[src/sv/rgbm_pkg.sv]
// Shared types and constants for the RGB 3x3 box mean filter.
// No dependencies; imported by every module of the block but rgbm_ram.
package rgbm_pkg;

  localparam int CHAN_W  = 8;
  localparam int PIXEL_W = 3 * CHAN_W;
  localparam int CFG_W   = 11;
  localparam int CFG_INDEX_W = 1;

  localparam int DEF_MAX_COLUMNS = 1024;
  localparam int DEF_MAX_ROWS    = 1024;

  localparam logic [CFG_W-1:0] RESET_ACTIVE_COLUMNS = 11'd128;
  localparam logic [CFG_W-1:0] RESET_ACTIVE_ROWS    = 11'd128;

  // register indexes on the configuration port
  localparam logic [CFG_INDEX_W-1:0] REG_ACTIVE_COLUMNS = 1'd0;
  localparam logic [CFG_INDEX_W-1:0] REG_ACTIVE_ROWS    = 1'd1;

  // queue between front and back
  localparam int Q_DEPTH  = 4;
  localparam int Q_PTR_W  = $clog2(Q_DEPTH);
  localparam int Q_LEVEL_W = $clog2(Q_DEPTH + 1);

  typedef logic [PIXEL_W-1:0] pixel_t;

  // one column of the window plus what the back end must do with it
  typedef struct packed {
    pixel_t up;
    pixel_t mid;
    pixel_t px;
    logic   emit;
    logic   frame_end;
  } column_pkt_t;

  typedef struct packed {
    logic [Q_LEVEL_W-1:0] level;
    logic                 full;
    logic                 empty;
  } queue_status_t;

endpackage

[src/sv/rgbm_queue.sv]
// Short column queue between the front and back ends.
// Depends on rgbm_pkg for the entry type and depth.
module rgbm_queue import rgbm_pkg::*; (
  input  logic          clk,
  input  logic          rst,
  input  logic          push_valid,
  output logic          push_ready,
  input  column_pkt_t   push_pkt,
  output logic          pop_valid,
  input  logic          pop_ready,
  output column_pkt_t   pop_pkt,
  output queue_status_t status
);

  column_pkt_t          entries [Q_DEPTH];
  logic [Q_PTR_W-1:0]   wr_ptr;
  logic [Q_PTR_W-1:0]   rd_ptr;
  logic [Q_LEVEL_W-1:0] level;
  logic                 push;
  logic                 pop;

  assign push_ready = level != Q_LEVEL_W'(Q_DEPTH);
  assign pop_valid  = level != '0;
  assign push       = push_valid && push_ready;
  assign pop        = pop_valid && pop_ready;
  assign pop_pkt    = entries[rd_ptr];

  assign status.level = level;
  assign status.full  = !push_ready;
  assign status.empty = !pop_valid;

  always_ff @(posedge clk) begin
    if (rst) begin
      wr_ptr <= '0;
      rd_ptr <= '0;
      level  <= '0;
    end else begin
      if (push) begin
        wr_ptr <= (wr_ptr == Q_PTR_W'(Q_DEPTH - 1)) ? '0 : wr_ptr + Q_PTR_W'(1);
      end
      if (pop) begin
        rd_ptr <= (rd_ptr == Q_PTR_W'(Q_DEPTH - 1)) ? '0 : rd_ptr + Q_PTR_W'(1);
      end
      if (push && !pop) begin
        level <= level + Q_LEVEL_W'(1);
      end else if (pop && !push) begin
        level <= level - Q_LEVEL_W'(1);
      end
    end
  end

  always_ff @(posedge clk) begin
    if (push) begin
      entries[wr_ptr] <= push_pkt;
    end
  end

endmodule

[config.mk]
export PLATFORM = sky130hd
export DESIGN_NAME = rgbm_queue
export DESIGN_NICKNAME = d
export VERILOG_FILES = /design/src/sv/rgbm_pkg.sv /design/src/sv/rgbm_queue.sv
export SDC_FILE = /design/constraint.sdc
export NUM_CORES = 1
export LEC_CHECK = 0
export ABC_AREA = 0
export BUFFER_PORTS_ARGS = -buffer_cell sky130_fd_sc_hd__buf_2
export CAP_MARGIN = 20
export CORE_MARGIN = 5
export CORE_UTILIZATION = 25
export CTS_CLUSTER_SIZE = 25
export DETAILED_ROUTE_END_ITERATION = 10
export PLACE_DENSITY_LB_ADDON = 0.05
export SYNTH_ARGS = -nofsm -noshare
export SYNTH_HDL_FRONTEND = slang
export SYNTH_SLANG_ARGS = --single-unit
[constraint.sdc]
create_clock -name clk -period 3.7 [get_ports clk]
set_clock_uncertainty 0.15 [all_clocks]
set_input_delay 0.37 -clock clk [delete_from_list [all_inputs] [get_ports clk]]
set_output_delay 0.37 -clock clk [all_outputs]
set_load 0.01 [all_outputs]
==> results of run 1 <==
[cell usage after synthesis]
library cell	number
inv_1	5
or3b_1	1
mux2i_1	2
a21oi_1	3
dfxtp_1	9
xor2_1	2
a21o_1	1
mux4_2	74
nor3_1	1
nand2_1	1
nand3_1	2
o21ai_0	1
buf_4	6
o31ai_2	1
or3_1	1
buf_2	8
and2_4	1
fa_1	1
clkbuf_1	3
ha_1	6
and3_2	4
buf_6	1
or3_2	2
o31ai_1	1
edfxtp_1	296
nor2_1	3
[worst max-delay path, stage by stage, from the launching register on]
cell and delay (ps):
dfxtp_4 760, buf_12 340, mux4_2 390, buf_2 160
[cells in the final DEF, fill, tap and decap left out, types with 3 or more instances in the layout]
master         count
and3_4             4
clkbuf_1           8
mux4_2            74
dlygate4sd3_1     77
buf_4              3
clkinv_1           9
ha_1               6
clkinv_2           4
bufinv_16          4
buf_2            158
inv_1              5
dfxtp_1            7
buf_12             6
nor2_1             3
clkbuf_16         39
edfxtp_1         296
a21oi_1            3
[through the flow]
step	instances	setup slack (ps)	util	power, uW	hold WS [ps]
after global placement	1177	1230	0.288	6290	343
final	1323	924	0.334	9820	121
after detailed placement	1177	1120	0.288	6320	349
after CTS	1322	814	0.334	10100	69.6
after floorplan	436	1310	-	5490	313
after global routing	1323	782	0.334	10300	144
[cell families (layout without fill, tap and decap cells)]
| kind of cell | Yosys count | in the layout | share of synthesized area |
|---|---|---|---|
| flops | 305 | 305 | 0.814 |
| fa+ha+maj | 7 | 7 | 0.00854 |
| simple gates | 16 | 16 | 0.00887 |
| xor+xnor | 2 | 2 | 0.00157 |
| other cells | 0 | 1 | 0 |
| buf+inv | 23 | 317 | 0.0113 |
| mux | 76 | 76 | 0.151 |
| compound gates | 7 | 7 | 0.00427 |
[per-layer routing]
| metal | global-route usage | up-vias | part of all wire |
|---|---|---|---|
| met1 | 0.130 | 2844 | 0.43 |
| met5 | 0 | - | 0.00051 |
| met2 | 0.176 | 131 | 0.49 |
| met4 | 0.0396 | 2 | 0.024 |
| met3 | 0.0288 | 40 | 0.052 |
| li1 | - | 2415 | - |
[how the worst min path moves through the flow]
stage / startpoint / endpoint / cells past startpoint
final: pop_ready / flop / 4
after global routing: pop_ready / flop / 4
after CTS: pop_ready / flop / 4
after detailed placement: rd_ptr[0]$_SDFFE_PP0P_ / flop / 2
after global placement: rd_ptr[0]$_SDFFE_PP0P_ / flop / 2
after floorplan: rd_ptr[0]$_SDFFE_PP0P_ / flop / 2
[registers in the layout (all words and copies together) (netlist names), named ones only]
| register | cells |
|---|---|
| entries | 296 |
| level | 3 |
| rd_ptr | 2 |
| wr_ptr | 2 |
[layout make-up]
type | instances | area (sq um) | area share
diodes | 1 | 2.50 | 0.000170
flip-flops and latches | 305 | 9080 | 0.616
multi-input cells | 108 | 1960 | 0.133
inverters | 5 | 18.8 | 0.00127
clock inverters | 19 | 191 | 0.0130
well taps | 592 | 741 | 0.0503
repair buffers | 244 | 1700 | 0.116
clock buffers | 49 | 1030 | 0.0702
[power by group]
group | switching [uW] | internal, uW | leakage (uW)
Combinational | 1040 | 897 | 0.00156
Sequential | 118 | 4180 | 0.00279
Clock | 1350 | 2240 | 0.000599
[what timing repair did]
item,4_1_cts,5_1_grt
hold buffers,77,0
resized for setup,0,0
hold endpoints to repair,305,0
==> qor.csv, run 1 <==
stage,metric,value,unit
run_status,outcome,finished clean,
floorplan,Initial Utilization,0.252,
floorplan,Core Region,0.0441,sq mm
clock_tree,Clock Pin Slew Worst Setup and Hold Paths,50,ps
sta,Slew HR,0.496,
setup_path,reg2reg path depth,7,
synth,post-synthesis cell type count,26,
final_layout,fillers,4303,
min_path,HP Class,in2reg,
grt,Tot GR Track Use,0.105,
grt,vias in the first global route,6207,
clock_tree,clk buf depth,3,
setup_path,CP arrival,2260,ps
setup_path,critical path type,reg2out,
floorplan,die area,0.0489,sq mm
synth,Synth top area share,0.798,
grt,GRT overflow,0,
setup_path,reg2reg end,level[2]$_SDFFE_PP0P_,
synth,Yosys top cell by area,edfxtp_1,
setup_path,nature of the critical path endpoint,primary output,
sta,Pins Over Slew Limit,0,
setup_path,RR Startpoint,level[0]$_SDFFE_PP0P_,
detailed_routing,Remaining DRCs,0,
final_layout,final instance area,0.0147,sq mm
clock_tree,Clock Sink Count,305,
grt,global-route wire length before repair,39000,um
final_layout,fin nets,786,
grt,largest net degree at the start of global routing,75,
setup_path,startpoint types,flop,
detailed_routing,via total after detailed routing,5432,
detailed_routing,Routed Antenna Nets,0,
sta,Tcrit/Tclk final,0.750,
floorplan,Die Y,221,um
clock_tree,H-Tree Depth,2,
synth,synthesized cell area,0.0111,sq mm
placement,GP Congestion,0.666,
setup_path,maximum fanout along the worst path,39,
synth,number of synthesized register bits,305,
floorplan,Die W,221,um
sta,clock period minus worst slack,2780,ps
sta,"Hold Vio Cnt, Final",0,
synth,Ys Warns,0,
synth,cell count after synthesis,436,
clock_tree,Post-CTS Setup Bufs,0,
placement,I/O Buffers,158,
power,LEAKAGE,0.00495,uW
synth,dominant cells by area after synthesis,"edfxtp_1, mux4_2, dfxtp_1",
placement,Placed Area,0.0127,sq mm
detailed_routing,drt total wl,25600,um
floorplan,I/O Pins,159,
detailed_routing,drt first pass iters,4,
clock_tree,Clock Latency Late Sink,530,ps
detailed_routing,Routed WL per cell,19.4,um
power,peak supply drop,0.000292,V
clock_tree,CTS tree,yes,
sta,unrepaired setup endpoints after global routing,false,
floorplan,row count,77,
synth,sequential-to-total area share from yosys stat,0.814,
final_layout,fraction of layout cells with a size suffix above 1,0.414,
sta,Max Freq,0.360,GHz
setup_path,Critical Path End,pop_pkt[35],
grt,initial antenna violation count,2,
power,cell area power density,667,mW/mm^2
clock_tree,TritonCTS buffer count,37,
setup_path,flop2flop setup slack,1070,ps
final_layout,Area growth syn-to-layout,32.2,%
synth,Post-Syn Area per Cell,25.6,sq um
run,Max-Cap Viols,0,
sta,final setup violation count,0,
synth,syn nets,521,
sta,worst-margin pin slew,756,ps
placement,Detail Placement HPWL,14400,um
setup_path,CP Data Required Time,3180,ps
detailed_routing,post-DR vias/cell,4.11,
clock_tree,Clk Tree Root Cell,clkbuf_16,
sta,setup TNS,0,ps
detailed_routing,DRT iter0 DRCs,308,
No activity file was read; power rests on OpenSTA's default activity.
==> inputs of run 2 (changes only) <==
- clock period: 3.7 -> 2.8 ns (I/O delays scaled with it)
==> qor.csv, run 2 (synthesis gave the netlist of run 1 again) <==
stage,metric,value,unit,change
grt,met3 Use GR,0.0331,,+0.00437
grt,GRT met2 Usage,0.178,,+0.00278
grt,largest net degree at the start of global routing,42,,-44%
setup_path,startpoint types,flop,,
floorplan,Die Y,221,um,unchanged
detailed_routing,via total after detailed routing,5495,,+1.2%
detailed_routing,Routed Antenna Nets,0,,unchanged
floorplan,row count,77,,unchanged
clock_tree,H-Tree Depth,2,,unchanged
grt,met1 Track Usage GR,0.134,,+0.00366
sta,worst-margin pin slew,573,ps,-183 ps
setup_path,crit-path max cell delay,620,ps,-140 ps
run_status,outcome,finished clean,,
final_layout,max reg flops,296,,unchanged
sta,Slew HR,0.618,,+0.122
grt,global-route wire length before repair,39500,um,+1.4%
power,Clock Power Share,0.348,,-0.018
clock_tree,TritonCTS buffer count,36,,-2.7%
clock_tree,Clock Sink Count,305,,unchanged
final_layout,largest reg by FF count,entries,,
power,Logic pwr share,0.208,,+0.011
final_layout,top flop regs,"entries (296), level (3)",,
floorplan,Initial Utilization,0.252,,unchanged
power,Internal,9450,uW,+29%
floorplan,Die W,221,um,unchanged
grt,most used routing layer,met2,,
final_layout,most frequent cells in the layout,"edfxtp_1, buf_2, dlygate4sd3_1, mux4_2, clkbuf_16",,
sta,clock period minus worst slack,2590,ps,
clock_tree,Clock Latency Late Sink,530,ps,about the same
floorplan,I/O Pins,159,,unchanged
detailed_routing,Remaining DRCs,0,,unchanged
placement,GP Congestion,0.664,,-0.21%
final_layout,"leading cell type in the layout, fill and taps excluded",edfxtp_1,,
sta,final setup violation count,0,,unchanged
clock_tree,clk buf depth,3,,unchanged
clock_tree,post-cts gate resize count,0,,unchanged
grt,Tot GR Track Use,0.107,,+0.00186
setup_path,CP Data Required Time,2370,ps,-810 ps
min_path,HP Class,in2reg,,
detailed_routing,post-DR vias/cell,4.15,,+1.0%
sta,setup TNS,0,ps,unchanged
final_layout,fraction of layout cells with a size suffix above 1,0.422,,+0.00843
placement,Detail Placement HPWL,15500,um,+7.7%
detailed_routing,Routed WL per cell,19.7,um,+1.6%
clock_tree,CTS tree,yes,,
grt,GRT overflow,0,,unchanged
setup_path,flop2flop setup slack,360,ps,-710 ps
power,cell area power density,867,mW/mm^2,+30%
setup_path,maximum fanout along the worst path,24,,-38%
sta,Pins Over Slew Limit,0,,unchanged
setup_path,nature of the critical path endpoint,primary output,,
placement,I/O Buffers,158,,unchanged
floorplan,Core Region,0.0441,sq mm,unchanged
grt,initial antenna violation count,2,,unchanged
clock_tree,Clk Tree Root Cell,clkbuf_16,,
setup_path,CP Cell Sequence,buf_4 > mux4_2 > buf_2,,
sta,Max Freq,0.386,GHz,
power,sw frac,0.259,,+0.00370
sta,unrepaired setup endpoints after global routing,false,,
setup_path,CP max-delay cell,mux4_2,,
final_layout,fin nets,794,,+1.0%
clock_tree,Clock Pin Slew Worst Setup and Hold Paths,50,ps,about the same
power,Psw,3300,uW,+32%
run,Max-Cap Viols,0,,unchanged
power,sequential cell fraction of total power,0.444,,+0.007
power,LEAKAGE,0.00495,uW,about the same
setup_path,CP arrival,2160,ps,-100 ps
grt,vias in the first global route,6236,,+0.47%
sta,Tcrit/Tclk final,0.925,,
detailed_routing,drt first pass iters,4,,unchanged
setup_path,critical path type,reg2out,,
power,peak supply drop,0.000530,V,+82%
final_layout,Final Util,0.333,,-0.000624
sta,"Hold Vio Cnt, Final",0,,unchanged
detailed_routing,DRT iter0 DRCs,213,,-31%
detailed_routing,drt total wl,26100,um,+1.8%
final_layout,Area growth syn-to-layout,32.0,%,
floorplan,die area,0.0489,sq mm,unchanged
-- run 2: cell types whose count changed in the layout (fill, tap and decap cells not counted), sizes merged --
cell and change:
clkinvlp +1, clkbuf -6, inv -1, bufinv -1, buf +9
-- run 2: path summary, 6_finish.rpt --
| check | cells past startpoint | end | start |
|---|---|---|---|
| max | 3 | pop_pkt[33] | flop |
| min | 5 | flop | pop_ready |
| max reg2reg | 7 | level[2]$_SDFFE_PP0P_ | level[1]$_SDFFE_PP0P_ |
| min reg2reg | 2 | level[2]$_SDFFE_PP0P_ | level[2]$_SDFFE_PP0P_ |
-- run 2: area by class of cell --
| cell class | instances | area, sq um |
|---|---|---|
| well taps | 592 | 741 |
| clock buffers | 43 | 958 |
| fillers | 4286 | 29400 |
| repair buffers | 253 | 1780 |
| multi-input cells | 108 | 1960 |
| flip-flops and latches | 305 | 9080 |
| diodes | 1 | 2.50 |
| inverters | 5 | 18.8 |
| clock inverters | 18 | 159 |
-- run 2: critical path: cells and delay by family (launching register included) --
family | cells | cell delay, ps
buffers and inverters | 2 | 630
multiplexers | 1 | 620
flip-flops | 1 | 360
-- run 2: power by group through the flow --
| stage | Clock, uW | Sequential [uW] | Combinational (uW) |
|---|---|---|---|
| after detailed placement | 0 | 5760 | 2690 |
| after global placement | 0 | 5730 | 2650 |
| after CTS | 4620 | 5670 | 2790 |
| after floorplan | 0 | 5710 | 1550 |
| final | 4430 | 5660 | 2660 |
| after global routing | 4810 | 5700 | 2920 |
-- run 2: per-stage QoR --
| step | instances | cell area (sq um) | total power [uW] | setup WS [ps] | hold WS (ps) |
|---|---|---|---|---|---|
| 2_1_floorplan | 436 | 11100 | 7260 | 411 | 229 |
| 3_3_place_gp | 1186 | 12800 | 8380 | 535 | 338 |
| 6_report | 1325 | 14700 | 12700 | 210 | 154 |
| 4_1_cts | 1324 | 14700 | 13100 | 121 | 124 |
| 5_1_grt | 1325 | 14700 | 13400 | 59.0 | 202 |
| 3_5_place_dp | 1186 | 12800 | 8450 | 370 | 346 |
-- run 2: repair_timing --
item / 4_1_cts / 5_1_grt
hold buffers: 77 / 0
setup buffers: 0 / 0
hold endpoints to repair: 305 / 0
-- run 2: per-layer routing --
metal	vias to the layer above	share of wire
li1	2420	-
met1	2913	0.43
met2	113	0.50
met3	47	0.051
met4	2	0.025
met5	-	0.00042
==> inputs of run 3 (changes only) <==
- ABC_AREA: 0 -> 1
- CORE_UTILIZATION: 25 -> 57
- SETUP_SLACK_MARGIN: unset -> 0.4
==> qor.csv, run 3 <==
stage,metric,value,unit,change
power,peak supply drop,0.000720,V,+36%
sta,Pins Over Slew Limit,0,,unchanged
clock_tree,TritonCTS buffer count,30,,-17%
setup_path,startpoint types,flop,,
sta,worst-margin pin slew,661,ps,+87.9 ps
detailed_routing,Routed Antenna Nets,0,,unchanged
final_layout,fraction of layout cells with a size suffix above 1,0.228,,-0.194
grt,largest net degree at the start of global routing,75,,+79%
min_path,Min-Delay Endpoint,level[0]$_SDFFE_PP0P_,,
synth,Synth top area share,0.775,,-0.0227
final_layout,final instance area,0.0146,sq mm,-0.54%
synth,post-synthesis cell type count,21,,-19%
synth,cell count after synthesis,787,,+81%
clock_tree,H-Tree Depth,1,,-1
synth,sequential-to-total area share from yosys stat,0.791,,-0.0232
power,sw frac,0.308,,+0.0490
setup_path,reg2reg path depth,9,,+2
synth,dominant cells by area after synthesis,"edfxtp_1, nor2_1, o21ai_0",,
setup_path,maximum fanout along the worst path,45,,+88%
setup_path,flop2flop setup slack,700,ps,+340 ps
synth,Yosys top cell by area,edfxtp_1,,
sta,"Hold Vio Cnt, Final",0,,unchanged
final_layout,top flop regs,"entries (296), level (3)",,
power,Psw,4380,uW,+33%
detailed_routing,DRT iter0 DRCs,480,,+130%
sta,Slew HR,0.559,,-0.0586
floorplan,Die Y,152,um,-31%
clock_tree,clk buf depth,3,,unchanged
floorplan,Die W,152,um,-31%
min_path,Hold Crit Start,rst,,
synth,syn nets,872,,+67%
final_layout,largest reg by FF count,entries,,
setup_path,CP arrival,1890,ps,-270 ps
grt,GRT overflow,0,,unchanged
floorplan,Initial Utilization,0.583,,+0.331
placement,Detail Placement HPWL,13500,um,-13%
detailed_routing,drt first pass iters,5,,+1
sta,unrepaired setup endpoints after global routing,false,,
min_path,HP Class,in2reg,,
run,Max-Cap Viols,0,,unchanged
sta,Max Freq,0.430,GHz,+11%
setup_path,CP Data Required Time,2370,ps,about the same
detailed_routing,Remaining DRCs,0,,unchanged
power,cell area power density,974,mW/mm^2,+12%
synth,Post-Syn Area per Cell,14.6,sq um,-43%
synth,Most used DFF post-synth,edfxtp_1,,
power,LEAKAGE,0.00528,uW,+6.7%
grt,global-route wire length before repair,40300,um,+2.0%
sta,setup TNS,0,ps,unchanged
clock_tree,Clock Sink Count,305,,unchanged
synth,number of synthesized register bits,305,,unchanged
placement,Placed Area,0.0125,sq mm,-2.4%
floorplan,I/O Pins,159,,unchanged
synth,Async SR Flop Fraction,0,,unchanged
final_layout,Inserted Diodes,0,,-1
final_layout,most frequent cells in the layout,"edfxtp_1, nor2_1, buf_2, o21ai_0, dlygate4sd3_1",,
clock_tree,Clock Pin Slew Worst Setup and Hold Paths,60,ps,about the same
synth,"count leader, synth",edfxtp_1,,
final_layout,Area growth syn-to-layout,27.5,%,
clock_tree,Clk Tree Root Cell,clkbuf_16,,
sta,WHS,304,ps,+150 ps
detailed_routing,post-DR vias/cell,5.66,,+36%
floorplan,row count,51,,-34%
grt,Tot GR Track Use,0.217,,+0.110
detailed_routing,Routed WL per cell,20.4,um,+3.7%
final_layout,fin nets,1115,,+40%
synth,Synth top cells by count,"edfxtp_1, nor2_1, o21ai_0",,
grt,initial antenna violation count,1,,-1
power,Logic pwr share,0.291,,+0.083
grt,vias in the first global route,7497,,+20%
power,Internal,9860,uW,+4.3%
setup_path,RR Startpoint,level[1]$_SDFFE_PP0P_,,
clock_tree,CTS tree,yes,,
clock_tree,Clock Latency Late Sink,540,ps,about the same
detailed_routing,drt total wl,26900,um,+3.1%
synth,Ys Warns,0,,unchanged
setup_path,nature of the critical path endpoint,primary output,,
setup_path,critical path type,reg2out,,
synth,Post-synth EDFFs,296,,unchanged
sta,final setup violation count,0,,unchanged
floorplan,Core Region,0.0197,sq mm,-55%
final_layout,"leading cell type in the layout, fill and taps excluded",edfxtp_1,,
run_status,outcome,finished clean,,
final_layout,max reg flops,296,,unchanged
detailed_routing,via total after detailed routing,7449,,+36%
min_path,hold path cells,3,,-2
sta,Tcrit/Tclk final,0.830,,-0.0954
synth,synthesized cell area,0.0115,sq mm,+2.9%
setup_path,reg2reg end,level[1]$_SDFFE_PP0P_,,
sta,clock period minus worst slack,2320,ps,-267 ps
placement,I/O Buffers,158,,unchanged
power,Clock Power Share,0.308,,-0.040
floorplan,die area,0.0231,sq mm,-53%
power,sequential cell fraction of total power,0.402,,-0.042
placement,GP Congestion,0.830,,+25%
-- run 3: power by group through the flow --
stage	sequential [uW]	clock, uW	combinational (uW)
after floorplan	5780	0	2290
after CTS	5730	4430	3920
final	5720	4380	4140
after global routing	5750	4660	4510
after global placement	5780	0	3590
after detailed placement	5810	0	3670
-- run 3: layer usage --
metal,routed length [um],up-vias,part of all wire,GRT usage
li1,-,3441,-,-
met1,10900,3712,0.40,0.280
met2,13900,267,0.52,0.387
met3,1780,27,0.066,0.0423
met4,307,2,0.011,0.0432
met5,13,-,0.00048,0
-- run 3: kinds of logic (layout without fill, tap and decap cells) --
family                   count (synthesis)  in the layout  synth area share
buffers and inverters                   66            331            0.0327
XOR/XNOR                                 1              1          0.000764
AO/OA/AOI/OAI                          226            226             0.107
AND/OR/NAND/NOR                        182            182            0.0607
adder cells (fa/ha/maj)                  7              7           0.00829
flip-flops                             305            305             0.791
-- run 3: final cells by class --
type	count	area, sq um
clock buffer	37	808
tap	265	332
inverter	18	86.3
timing repair buffer	259	1960
fill	1259	5030
clock inverter	17	293
sequential	305	9080
multi-input combinational	416	2060
-- run 3: critical path, stage by stage (launching register included) --
cell and delay (ps):
dfxtp_4 360, buf_12 140, inv_16 160, clkbuf_16 230, nor2_1 50, o22ai_1 210, buf_2 180
-- run 3: repair_timing --
action	in CTS	in global routing
hold buffers	77	0
cloned	2	4
endpoints found under the setup margin	74	39
resized for setup	7	8
setup buffers	0	3
endpoints found under the hold margin	305	0
-- run 3: how the worst max path moves through the flow --
stage,from,slack [ps],cells past startpoint,to
after floorplan,level[0]$_SDFFE_PP0P_,410,4,entries[0][0]$_DFFE_PP_
after global placement,flop,750,4,pop_pkt[5]
after detailed placement,level[1]$_SDFFE_PP0P_,720,9,level[1]$_SDFFE_PP0P_
after CTS,flop,410,4,pop_pkt[10]
after global routing,flop,390,6,pop_pkt[62]
final,flop,480,6,pop_pkt[5]
-- run 3: metrics by stage --
stage	setup WS, ps	instances	util	total power (uW)
after global routing	391	1317	0.744	14900
after detailed placement	718	1177	0.636	9480
after CTS	415	1310	0.735	14100
final	477	1317	0.744	14200
after global placement	747	1177	0.636	9370
after floorplan	413	787	-	8070
