$ cat src/sv/rgbm_pkg.sv
// Shared types and constants for the RGB 3x3 box mean filter.
// No dependencies; imported by every module of the block but rgbm_ram.
package rgbm_pkg;

  localparam int CHAN_W  = 8;
  localparam int PIXEL_W = 3 * CHAN_W;
  localparam int CFG_W   = 11;
  localparam int CFG_INDEX_W = 1;

  localparam int DEF_MAX_COLUMNS = 1024;
  localparam int DEF_MAX_ROWS    = 1024;

  localparam logic [CFG_W-1:0] RESET_ACTIVE_COLUMNS = 11'd128;
  localparam logic [CFG_W-1:0] RESET_ACTIVE_ROWS    = 11'd128;

  // register indexes on the configuration port
  localparam logic [CFG_INDEX_W-1:0] REG_ACTIVE_COLUMNS = 1'd0;
  localparam logic [CFG_INDEX_W-1:0] REG_ACTIVE_ROWS    = 1'd1;

  // queue between front and back
  localparam int Q_DEPTH  = 4;
  localparam int Q_PTR_W  = $clog2(Q_DEPTH);
  localparam int Q_LEVEL_W = $clog2(Q_DEPTH + 1);

  typedef logic [PIXEL_W-1:0] pixel_t;

  // one column of the window plus what the back end must do with it
  typedef struct packed {
    pixel_t up;
    pixel_t mid;
    pixel_t px;
    logic   emit;
    logic   frame_end;
  } column_pkt_t;

  typedef struct packed {
    logic [Q_LEVEL_W-1:0] level;
    logic                 full;
    logic                 empty;
  } queue_status_t;

endpackage

$ cat src/sv/rgbm_back.sv
// Back end: 3x3 window registers, per-channel sums and the divide by nine.
// Depends on rgbm_pkg; drives the result register of the output stream.
module rgbm_back import rgbm_pkg::*; (
  input  logic               clk,
  input  logic               rst,
  input  logic               pop_valid,
  output logic               pop_ready,
  input  column_pkt_t        pop_pkt,
  output logic               out_valid,
  input  logic               out_ready,
  output logic [PIXEL_W-1:0] out_data,
  output logic               out_last
);

  localparam int SUM_W    = CHAN_W + 4;
  localparam int RECIP_W  = 13;
  localparam int PROD_W   = SUM_W + RECIP_W;
  localparam int DIV_SHIFT = 16;
  // ceil(2^16 / 9); exact floor for every sum of nine 8-bit samples
  localparam logic [RECIP_W-1:0] RECIP_9 = 13'd7282;

  // index 0 holds column c-2, index 1 holds column c-1
  pixel_t win_up  [2];
  pixel_t win_mid [2];
  pixel_t win_px  [2];

  logic [SUM_W-1:0] sum_next [3];
  logic [SUM_W-1:0] sum      [3];
  logic             sum_valid;
  logic             sum_last;
  logic [PROD_W-1:0] prod    [3];

  logic out_load;
  logic sum_load;
  logic pop;

  assign out_load  = !out_valid || out_ready;
  assign sum_load  = !sum_valid || out_load;
  assign pop_ready = sum_load;
  assign pop       = pop_valid && sum_load;

  always_comb begin
    for (int ch = 0; ch < 3; ch++) begin
      sum_next[ch] = SUM_W'(win_up[0][ch*CHAN_W +: CHAN_W])
                   + SUM_W'(win_mid[0][ch*CHAN_W +: CHAN_W])
                   + SUM_W'(win_px[0][ch*CHAN_W +: CHAN_W])
                   + SUM_W'(win_up[1][ch*CHAN_W +: CHAN_W])
                   + SUM_W'(win_mid[1][ch*CHAN_W +: CHAN_W])
                   + SUM_W'(win_px[1][ch*CHAN_W +: CHAN_W])
                   + SUM_W'(pop_pkt.up[ch*CHAN_W +: CHAN_W])
                   + SUM_W'(pop_pkt.mid[ch*CHAN_W +: CHAN_W])
                   + SUM_W'(pop_pkt.px[ch*CHAN_W +: CHAN_W]);
      prod[ch] = PROD_W'(sum[ch]) * PROD_W'(RECIP_9);
    end
  end

  always_ff @(posedge clk) begin
    if (rst) begin
      sum_valid <= 1'b0;
      out_valid <= 1'b0;
      for (int k = 0; k < 2; k++) begin
        win_up[k]  <= '0;
        win_mid[k] <= '0;
        win_px[k]  <= '0;
      end
    end else begin
      if (pop) begin
        // every column shifts the window; only inner windows give a result
        win_up[0]  <= win_up[1];
        win_mid[0] <= win_mid[1];
        win_px[0]  <= win_px[1];
        win_up[1]  <= pop_pkt.up;
        win_mid[1] <= pop_pkt.mid;
        win_px[1]  <= pop_pkt.px;
        sum_valid  <= pop_pkt.emit;
      end else if (sum_load) begin
        sum_valid <= 1'b0;
      end
      if (out_load) begin
        out_valid <= sum_valid;
      end
    end
  end

  always_ff @(posedge clk) begin
    if (pop) begin
      for (int ch = 0; ch < 3; ch++) begin
        sum[ch] <= sum_next[ch];
      end
      sum_last <= pop_pkt.frame_end;
    end
    if (out_load && sum_valid) begin
      for (int ch = 0; ch < 3; ch++) begin
        out_data[ch*CHAN_W +: CHAN_W] <= prod[ch][DIV_SHIFT +: CHAN_W];
      end
      out_last <= sum_last;
    end
  end

endmodule

$ cat config.mk
export PLATFORM = sky130hd
export DESIGN_NAME = rgbm_back
export DESIGN_NICKNAME = d
export VERILOG_FILES = /design/src/sv/rgbm_pkg.sv /design/src/sv/rgbm_back.sv
export SDC_FILE = /design/constraint.sdc
export NUM_CORES = 1
export LEC_CHECK = 0
export ABC_CLOCK_PERIOD_IN_PS = 5800
export CAP_MARGIN = 20
export CORE_MARGIN = 3
export CORE_UTILIZATION = 41
export CTS_BUF_LIST = sky130_fd_sc_hd__clkbuf_16
export CTS_CLUSTER_DIAMETER = 80
export DETAILED_ROUTE_END_ITERATION = 6
export DONT_BUFFER_PORTS = 1
export MAX_ROUTING_LAYER = met4
export PLACE_DENSITY_LB_ADDON = 0.3
export SLEW_MARGIN = 10
export SYNTH_ARGS = -nofsm -noshare
export SYNTH_HDL_FRONTEND = slang
export SYNTH_SLANG_ARGS = --single-unit
$ cat constraint.sdc
create_clock -name clk -period 5.8 [get_ports clk]
set_input_delay 0.58 -clock clk [delete_from_list [all_inputs] [get_ports clk]]
set_output_delay 0.58 -clock clk [all_outputs]
set_load 0.01 [all_outputs]
==> metrics.md, run 1 <==
| Metric | Value |
|---|---|
| Outcome | `finished, final reports clean` |
| Die Y | `218 um` |
| Share of cells above drive strength 1 | `3.54%` |
| Tmin final | `4.89 ns` |
| Post-synthesis register bit count | `208` |
| Synth area leader | `edfxtp_1` |
| # IOs | `105` |
| Vias | `10173` |
| Max-slew headroom | `33.0%` |
| Syn Nets | `2118` |
| Post_cts resized | `0` |
| Setup TNS | `0 ns` |
| CTS Buf Count | `26` |
| Hold Vio Cnt, Final | `0` |
| Post-layout util | `45.3%` |
| Critical-path maximum fanout | `5` |
| Max-slew violation count | `0` |
| Synth cell count leaders | `inv_1, fa_1, ha_1` |
| TritonCTS clock tree | `yes` |
| CP max stage cell | `fa_1` |
| Routed len/inst | `15.4 um` |
| HPWL Detailed | `27700 um` |
| Fin nets | `2126` |
| Most numerous cell in the Yosys netlist | `inv_1` |
| H-tree Lvls | `1` |
| Die X | `218 um` |
| Top post-synthesis cells by area | `edfxtp_1, fa_1, ha_1` |
| Yosys warns | `0` |
| Syn Area/Cell | `11.9 sq um` |
| Main flop type after synthesis | `edfxtp_1` |
| WS Path Type | `reg -> reg` |
| Starting DRT DRC Count | `349` |
| DRT Wirelength | `33500 um` |
| Max incr delay on CP | `0.52 ns` |
| CP Capture Type | `register` |
| Cell area after layout | `0.0201 sq mm` |
| CTS root buf | `clkbuf_16` |
| Row cnt | `77` |
| EDFF count, synth | `206` |
| Largest net degree at the start of global routing | `85` |
| Vias in the first global route | `11356` |
| Register clock-pin slew on the reported worst setup and hold paths | `0.06 ns` |
| Maxcap violations | `0` |
| Mapped Area | `0.0185 sq mm` |
| Worst skew pair latency | `0.56 ns` |
| Post-CTS Setup Repair Bufs | `0` |
| Tcrit/Tclk final | `84.3%` |
| First-pass iteration count of the detailed router | `5` |
| Maximum root-to-sink buffer count | `3` |
| Crit-path cells | `fa_1 -> ha_1 -> inv_1 -> fa_1 -> inv_1 -> fa_1 -> inv_1 -> fa_1 -> inv_1 -> ha_1 -> and4_1 -> and3b_1 -> a211o_1 -> a21oi_1 -> mux2i_1 -> nand3_1` |
| # DRC | `0` |
| Fmax | `0.204 GHz` |
| Register area share after synthesis | `33.7%` |
| Yosys top cell area share | `33.5%` |
| Crit start category | `register` |
| Netlist cell types | `49` |
| Slew @ Worst Pin | `1.00 ns` |
| Global Route Usage Sum | `15.2%` |
| Total gr overflow | `0` |
| Area growth from synthesis to layout | `8.60%` |
| Ys async rst share | `0%` |
| RSZ-0062 raised after global routing | `no` |
| Dpl cell area | `0.0192 sq mm` |
| Setup-failing EPs final | `0` |
| Via/cell ratio | `4.68` |
| Layout fillers | `4066` |
| Sink Count | `208` |
| Worst hold path class | `in -> reg` |
| Cells after Synth | `1554` |
| Worst Path Arrival | `5.16 ns` |
| Initial Util | `41.7%` |
| Gp weighted congestion | `0.872` |
| ANT nets after route | `0` |
| Port Buffer Count | `0` |
| Core Area | `0.0443 sq mm` |
| Worst EP required | `6.07 ns` |
| Initial antenna violation count | `2` |
| Post-CTS Hold Buffers | `0` |
| Die footprint | `0.0476 sq mm` |
| Global-route wire length before repair | `56400 um` |
| Clock skew | `0.0247 ns` |
flip-flops by register name, indices dropped and copies added (netlist names):
| register | flops |
|---|---|
| out_data | 24 |
| out_last | 1 |
| out_valid | 1 |
| sum | 36 |
| sum_last | 1 |
| sum_valid | 1 |
| win_mid | 48 |
| win_px | 48 |
| win_up | 48 |
final timing paths:
kind	startpoint	end	slack [ns]	cells after the start
worst max-delay path	sum[0][7]$_DFFE_PP_	out_data[7]$_DFFE_PP_	0.91	16
worst min-delay path	rst	sum_valid$_SDFFE_PP0P_	0.09	1
worst max register to register	sum[0][7]$_DFFE_PP_	out_data[7]$_DFFE_PP_	0.91	16
worst min register to register	sum_last$_DFFE_PP_	out_last$_DFFE_PP_	0.47	0
kinds of logic after synthesis:
| family | synth area share [%] |
|---|---|
| compound gates | 4.06 |
| xor+xnor | 2.75 |
| fa+ha+maj | 43.0 |
| buf+inv | 8.78 |
| flops | 33.7 |
| mux | 0.0542 |
| simple gates | 7.60 |
cell type report:
cell class / instances / area (sq um) / share of cell area, %
well taps: 592 / 741 / 3.69
multi-input cells: 916 / 10600 / 53.1
clock buffers: 26 / 651 / 3.24
repair buffers: 5 / 37.5 / 0.187
diodes: 1 / 2.50 / 0.0125
clock inverters: 20 / 235 / 1.17
flip-flops and latches: 208 / 6230 / 31.0
inverters: 405 / 1520 / 7.58
per-stage QoR:
step | worst slack [ns] | instances | hold slack, ns
CTS | 0.899 | 2172 | 0.0404
finish | 0.909 | 2173 | 0.0868
floorplan | 0.713 | 1554 | 0.400
detailed placement | 0.946 | 2126 | 0.457
global route | 0.708 | 2173 | 0.0590
global placement | 1.08 | 2126 | 0.453
layout by cell type, fill, tap and decap left out, types with 3 or more instances in the layout:
cell type	count
inv_1	408
o21ai_0	23
a21o_1	7
buf_4	5
bufinv_16	4
or3_1	4
o211ai_1	8
nor3_1	57
nand4_1	8
a211oi_1	5
xnor2_1	43
nor2b_1	10
o21bai_1	6
fa_1	249
nand2_1	26
xor2_1	15
a21oi_1	37
nor2_1	24
o41ai_1	3
clkinv_2	5
clkbuf_16	26
nand2b_1	3
o21a_1	4
edfxtp_1	206
a31oi_1	6
and3_1	3
a21boi_0	3
nand3_1	8
ha_1	237
and2_1	101
critical path: cells and delay by family (launching register included):
family          cells  cell delay [ns]
simple gates        3             0.50
fa+ha+maj           6             2.59
mux                 1             0.25
flops               1             0.50
buf+inv             4             0.22
compound gates      2             0.55
per-layer routing:
layer  vias up  global-route usage [%]  share of wire (%)
li1       4978                       -                  -
met1      5006                    19.4                 45
met2       147                    25.4                 49
met3        42                    2.91                4.1
met4         0                    3.33                2.4
met5         -                       -                  0
Power of run 1 is left out: the tool's default activity adds up to more than one toggle a clock period on the data nets, which glitch-free logic cannot reach.
==> inputs of run 2 (changes only) <==
- ABC_CLOCK_PERIOD_IN_PS: 5800 -> 4040
- clock period: 5.8 -> 4.04 ns (I/O delays scaled with it)
==> run 2 against run 1 <==
The flow now finishes with violations (negative setup slack). Worst setup slack got worse by 1.4 ns. Cell count grew 9.6%. Global-route usage up 1.0 points. Clock-buffer cell count increased by 1.
==> metrics.md, run 2 (same netlist as run 1, synthesis figures left out) <==
| Metric | Value |
|---|---|
| Reg-to-reg slack, setup | `-0.50 ns (was 0.91 ns)` |
| Core Area | `0.0443 sq mm (unchanged)` |
| Most frequent cells in the layout | `inv_1, fa_1, edfxtp_1, ha_1, buf_4 (was inv_1, fa_1, ha_1, edfxtp_1, and2_1)` |
| Row cnt | `77 (unchanged)` |
| Slew @ Worst Pin | `0.988 ns (was 1.00 ns)` |
| Setup-failing EPs final | `28 (was 0)` |
| Max-slew headroom | `34.2% (was 33.0%)` |
| Sink Count | `208 (unchanged)` |
| Gp weighted congestion | `0.904 (was 0.872)` |
| Commonest non-fill, non-tap cell in the layout | `inv_1 (unchanged)` |
| Starting DRT DRC Count | `365 (was 349)` |
| Crit start category | `register (unchanged)` |
| CTS root buf | `clkbuf_16 (unchanged)` |
| Largest regs | `win_mid x48, win_px x48, win_up x48 (unchanged)` |
| Vias in the first global route | `12029 (was 11356)` |
| Layout fillers | `3892 (was 4066)` |
| Area growth from synthesis to layout | `22.6% (was 8.60%)` |
| CTS Buf Count | `27 (was 26)` |
| Clock skew | `0.0263 ns (was 0.0247 ns)` |
| Worst Path Arrival | `4.83 ns (was 5.16 ns)` |
| Cell area after layout | `0.0226 sq mm (was 0.0201 sq mm)` |
| Largest net degree at the start of global routing | `70 (was 85)` |
| CP Capture Type | `register (unchanged)` |
| First-pass iteration count of the detailed router | `4 (was 5)` |
| DRT Wirelength | `36300 um (was 33500 um)` |
| Non-Filler Instances | `2382 (was 2173)` |
| RSZ-0062 raised after global routing | `yes (was no)` |
| Worst hold path class | `in -> reg (unchanged)` |
| Die footprint | `0.0476 sq mm (unchanged)` |
| Critical-path maximum fanout | `3 (was 5)` |
| Fmax | `0.220 GHz (was 0.204 GHz)` |
| Max-slew violation count | `0 (unchanged)` |
| Maximum root-to-sink buffer count | `3 (unchanged)` |
| Initial Util | `41.7% (unchanged)` |
| # IOs | `105 (unchanged)` |
| # DRC | `0 (unchanged)` |
| TritonCTS clock tree | `yes (unchanged)` |
| Dpl cell area | `0.0206 sq mm (was 0.0192 sq mm)` |
| Die Y | `218 um (unchanged)` |
| Register clock-pin slew on the reported worst setup and hold paths | `0.06 ns (about the same)` |
| Dpl ws | `-0.637 ns (was 0.946 ns)` |
| Worst skew pair latency | `0.56 ns (about the same)` |
| Tmin final | `4.54 ns (was 4.89 ns)` |
| PnR worst setup slack | `-0.504 ns (was 0.909 ns)` |
| Maxcap violations | `0 (unchanged)` |
| Placed Instances | `2287 (was 2126)` |
| WS Path Type | `reg -> reg (unchanged)` |
| Routed len/inst | `15.2 um (was 15.4 um)` |
| Global-route wire length before repair | `60300 um (was 56400 um)` |
| Die X | `218 um (unchanged)` |
| Total gr overflow | `0 (unchanged)` |
| Via/cell ratio | `4.67 (was 4.68)` |
| HPWL Detailed | `28900 um (was 27700 um)` |
| Port Buffer Count | `0 (unchanged)` |
| Vias | `11121 (was 10173)` |
| Share of cells above drive strength 1 | `23.4% (was 3.54%)` |
| Worst EP required | `4.32 ns (was 6.07 ns)` |
| ANT nets after route | `0 (unchanged)` |
| Initial antenna violation count | `0 (was 2)` |
| Tcrit/Tclk final | `112% (was 84.3%)` |
| Fin nets | `2332 (was 2126)` |
| Failing checks | `negative setup slack` |
| Outcome | `complete, but fails checks (was finished, final reports clean)` |
| Hold Vio Cnt, Final | `0 (unchanged)` |
| Global Route Usage Sum | `16.2% (was 15.2%)` |
| H-tree Lvls | `1 (unchanged)` |
[run 2: through the flow]
| stage | setup TNS, ns | util [%] | hold slack, ns |
|---|---|---|---|
| after floorplan | -4.34 | - | 0.400 |
| after global placement | -10.77 | 46.6 | 0.453 |
| after detailed placement | -12.69 | 46.6 | 0.452 |
| after CTS | -8.68 | 50.0 | 0.00111 |
| after global routing | -13.78 | 51.1 | 0.00520 |
| final | -8.79 | 51.1 | 0.0438 |
[run 2: final timing paths]
| kind | start | endpoint | cells past startpoint |
|---|---|---|---|
| min | pop_pkt[9] | win_px[0][31]$_SDFFCE_PN0P_ | 1 |
| min reg2reg | sum_last$_DFFE_PP_ | out_last$_DFFE_PP_ | 0 |
| max | sum[0][9]$_DFFE_PP_ | out_data[4]$_DFFE_PP_ | 16 |
| max reg2reg | sum[0][9]$_DFFE_PP_ | out_data[4]$_DFFE_PP_ | 16 |
[run 2: final cells by class]
class | instances | area [sq um] | share of cell area (%)
clock inverter | 23 | 248 | 1.09
tap | 592 | 741 | 3.27
timing repair buffer | 210 | 1650 | 7.28
antenna | 1 | 2.50 | 0.0111
inverter | 405 | 1520 | 6.71
multi-input combinational | 916 | 11600 | 51.2
clock buffer | 27 | 676 | 2.98
sequential | 208 | 6230 | 27.5
[run 2: what timing repair did]
| action | 4_1_cts | 5_1_grt |
|---|---|---|
| pin swaps | 105 | 76 |
| gates resized for setup | 80 | 81 |
| buffers inserted | 28 | 19 |
| cloned | 0 | 0 |
| hold endpoints to repair | 6 | 0 |
| endpoints found under the setup margin | 37 | 40 |
| hold buffers | 4 | 0 |
[run 2: worst max-delay path, cell delays in order (launching register included)]
cell and delay, ns:
edfxtp_1 0.41, fa_1 0.54, ha_4 0.30, inv_2 0.04, fa_1 0.52, inv_1 0.05, fa_1 0.48, inv_1 0.05
fa_1 0.49, inv_2 0.05, ha_4 0.21, and4_4 0.15, and3b_1 0.16, a211o_1 0.29, a211oi_2 0.30, o21bai_1 0.13
xor2_1 0.14
[run 2: per-layer routing]
metal  vias to the layer above  part of all wire, %  wire [um]  track usage [%]
li1                       5405                    -          -                -
met1                      5504                   46      16700             21.6
met2                       157                   48      17300             26.3
met3                        55                  3.1       1140             2.13
met4                         0                  3.1       1140             4.61
met5                         -                    0          0                -
Power of run 2 is left out for the same reason.
==> inputs of run 3 (changes only) <==
- CELL_PAD_IN_SITES_DETAIL_PLACEMENT: unset -> 2
- CELL_PAD_IN_SITES_GLOBAL_PLACEMENT: unset -> 2
- CORE_ASPECT_RATIO: unset -> 0.6
==> run 3 against run 2 <==
The flow still finishes with violations (negative setup slack). Via count rose by 9.1%. Largest cell class unchanged. Cell count decreased by 0.13%. Global-route usage increased by 8.4 points. First-iteration DRC count rose by 47%. Die area increased by 0.17%. Non-clock buffer count grew 13. Cell area is 0.57% higher. Sequential share of layout area decreased by 0.16 points. Utilization increased by 0.75 points. Worst hold slack lost 0.030 ns.
==> metrics.md, run 3 (same netlist as run 1, synthesis figures left out) <==
| Metric | Value |
|---|---|
| Placed Instances | `2295 (was 2287)` |
| Max incr delay on CP | `0.58 ns (was 0.54 ns)` |
| DRT Wirelength | `58100 um (was 36300 um)` |
| Vias in the first global route | `14408 (was 12029)` |
| Global Route Usage Sum | `24.6% (was 16.2%)` |
| Non-Filler Instances | `2379 (was 2382)` |
| Sink Count | `208 (unchanged)` |
| Critical-path maximum fanout | `4 (was 3)` |
| Tcrit/Tclk final | `119% (was 112%)` |
| PnR worst setup slack | `-0.775 ns (was -0.504 ns)` |
| ANT nets after route | `0 (unchanged)` |
| Clock skew | `0.0219 ns (was 0.0263 ns)` |
| Setup-failing EPs final | `39 (was 28)` |
| TritonCTS clock tree | `yes (unchanged)` |
| Slew @ Worst Pin | `1.00 ns (was 0.988 ns)` |
| Hold Vio Cnt, Final | `0 (unchanged)` |
| CTS Buf Count | `25 (was 27)` |
| Failing checks | `negative setup slack (unchanged)` |
| Commonest non-fill, non-tap cell in the layout | `inv_1 (unchanged)` |
| Layout fillers | `4197 (was 3892)` |
| Fmax | `0.208 GHz (was 0.220 GHz)` |
| # IOs | `105 (unchanged)` |
| Initial antenna violation count | `2 (was 0)` |
| Worst skew pair latency | `0.57 ns (was 0.56 ns)` |
| First-pass iteration count of the detailed router | `4 (unchanged)` |
| Max-slew violation count | `0 (unchanged)` |
| Tmin final | `4.81 ns (was 4.54 ns)` |
| Crit start category | `register (unchanged)` |
| CTS root buf | `clkbuf_16 (unchanged)` |
| Maxcap violations | `0 (unchanged)` |
| HPWL Detailed | `41700 um (was 28900 um)` |
| Via/cell ratio | `5.10 (was 4.67)` |
| WS Path Type | `reg -> reg (unchanged)` |
| Most frequent cells in the layout | `inv_1, fa_1, edfxtp_1, buf_4, ha_1 (was inv_1, fa_1, edfxtp_1, ha_1, buf_4)` |
| Core Area | `0.0439 sq mm (was 0.0443 sq mm)` |
| Worst Path Arrival | `5.12 ns (was 4.83 ns)` |
| # DRC | `0 (unchanged)` |
| Total gr overflow | `0 (unchanged)` |
| Die footprint | `0.0477 sq mm (was 0.0476 sq mm)` |
| Largest net degree at the start of global routing | `55 (was 70)` |
| Largest regs | `win_mid x48, win_px x48, win_up x48 (unchanged)` |
| Row cnt | `59 (was 77)` |
| H-tree Lvls | `1 (unchanged)` |
| Area growth from synthesis to layout | `23.3% (was 22.6%)` |
| Die Y | `170 um (was 218 um)` |
| Initial Util | `42.1% (was 41.7%)` |
| Global-route wire length before repair | `86300 um (was 60300 um)` |
| Maximum root-to-sink buffer count | `3 (unchanged)` |
| CP Capture Type | `register (unchanged)` |
| Starting DRT DRC Count | `537 (was 365)` |
| Port Buffer Count | `0 (unchanged)` |
| Max-slew headroom | `33.0% (was 34.2%)` |
| Worst hold path class | `in -> reg (unchanged)` |
| Outcome | `complete, but fails checks (unchanged)` |
| RSZ-0062 raised after global routing | `yes (unchanged)` |
| Gp weighted congestion | `0.852 (was 0.904)` |
| Routed len/inst | `24.4 um (was 15.2 um)` |
| Crit-path cells | `fa_1 -> ha_4 -> inv_1 -> fa_1 -> inv_1 -> fa_1 -> ha_4 -> ha_4 -> a21o_1 -> o21bai_1 -> a31oi_2 -> o211ai_1 -> buf_4 -> buf_4 -> nand4_1 -> nand4_1 (was fa_1 -> ha_4 -> inv_2 -> fa_1 -> inv_1 -> fa_1 -> inv_1 -> fa_1 -> inv_2 -> ha_4 -> and4_4 -> and3b_1 -> a211o_1 -> a211oi_2 -> o21bai_1 -> xor2_1)` |
| Fin nets | `2343 (was 2332)` |
| Worst EP required | `4.35 ns (was 4.32 ns)` |
| Share of cells above drive strength 1 | `24.4% (was 23.4%)` |
| CP max stage cell | `fa_1 (unchanged)` |
| Die X | `280 um (was 218 um)` |
| Vias | `12135 (was 11121)` |
| Setup TNS | `-15.06 ns (was -8.79 ns)` |
| Register clock-pin slew on the reported worst setup and hold paths | `0.06 ns (about the same)` |
[run 3: cell count changes in the layout (fill, tap and decap cells not counted), sizes merged]
cell         before  now
clkinvlp          0    3
bufinv            5    6
inv             413  409
clkbuf           27   25
buf             206  220
clkinv           10    8
dlygate4sd3       4    3
diode             1    2
[run 3: area by class of cell]
type | count | area, sq um | area share, %
multi-input cells | 916 | 11600 | 51.0
flip-flops and latches | 208 | 6230 | 27.3
repair buffers | 223 | 1780 | 7.80
inverters | 405 | 1530 | 6.70
well taps | 579 | 724 | 3.18
clock buffers | 25 | 626 | 2.75
clock inverters | 21 | 275 | 1.21
diodes | 2 | 5.00 | 0.0220
[run 3: layer usage]
metal / track usage [%] / share of wire, % / up-vias
li1: - / - / 5414
met1: 30.5 / 43 / 6405
met2: 42.4 / 51 / 215
met3: 3.61 / 3.0 / 101
met4: 6.44 / 2.8 / 0
met5: - / 0 / -
[run 3: worst paths after layout]
check | start | end | slack (ns) | depth (start not counted)
max reg2reg | sum[0][33]$_DFFE_PP_ | out_data[20]$_DFFE_PP_ | -0.77 | 16
min reg2reg | sum_last$_DFFE_PP_ | out_last$_DFFE_PP_ | 0.42 | 0
min | pop_pkt[1] | sum_valid$_SDFFE_PP0P_ | 0.01 | 2
max | sum[0][33]$_DFFE_PP_ | out_data[20]$_DFFE_PP_ | -0.77 | 16
[run 3: what timing repair did]
item,4_1_cts,5_1_grt
setup buffers,25,16
hold buffers,2,1
gates cloned,0,0
pin swaps,78,55
hold endpoints to repair,3,1
gates resized for setup,100,81
setup endpoints to repair,41,42
[run 3: critical path, delay by kind of cell, from the launching register on]
family / cells / cell delay (ns)
adder cells (fa/ha/maj): 6 / 2.45
AO/OA/AOI/OAI: 4 / 0.84
flip-flops: 1 / 0.51
AND/OR/NAND/NOR: 2 / 0.22
buffers and inverters: 4 / 0.51
[run 3: metrics by stage]
| stage | worst slack (ns) | util, % | instance area (sq um) | hold WS [ns] |
|---|---|---|---|---|
| detailed placement | -0.824 | 47.3 | 20800 | 0.413 |
| CTS | -0.692 | 50.7 | 22300 | 0.00474 |
| floorplan | -0.504 | - | 18700 | 0.400 |
| global placement | -0.574 | 47.3 | 20800 | 0.403 |
| finish | -0.775 | 51.8 | 22800 | 0.0142 |
| global route | -0.907 | 51.8 | 22800 | 0.0112 |
Power of run 3 is left out for the same reason.
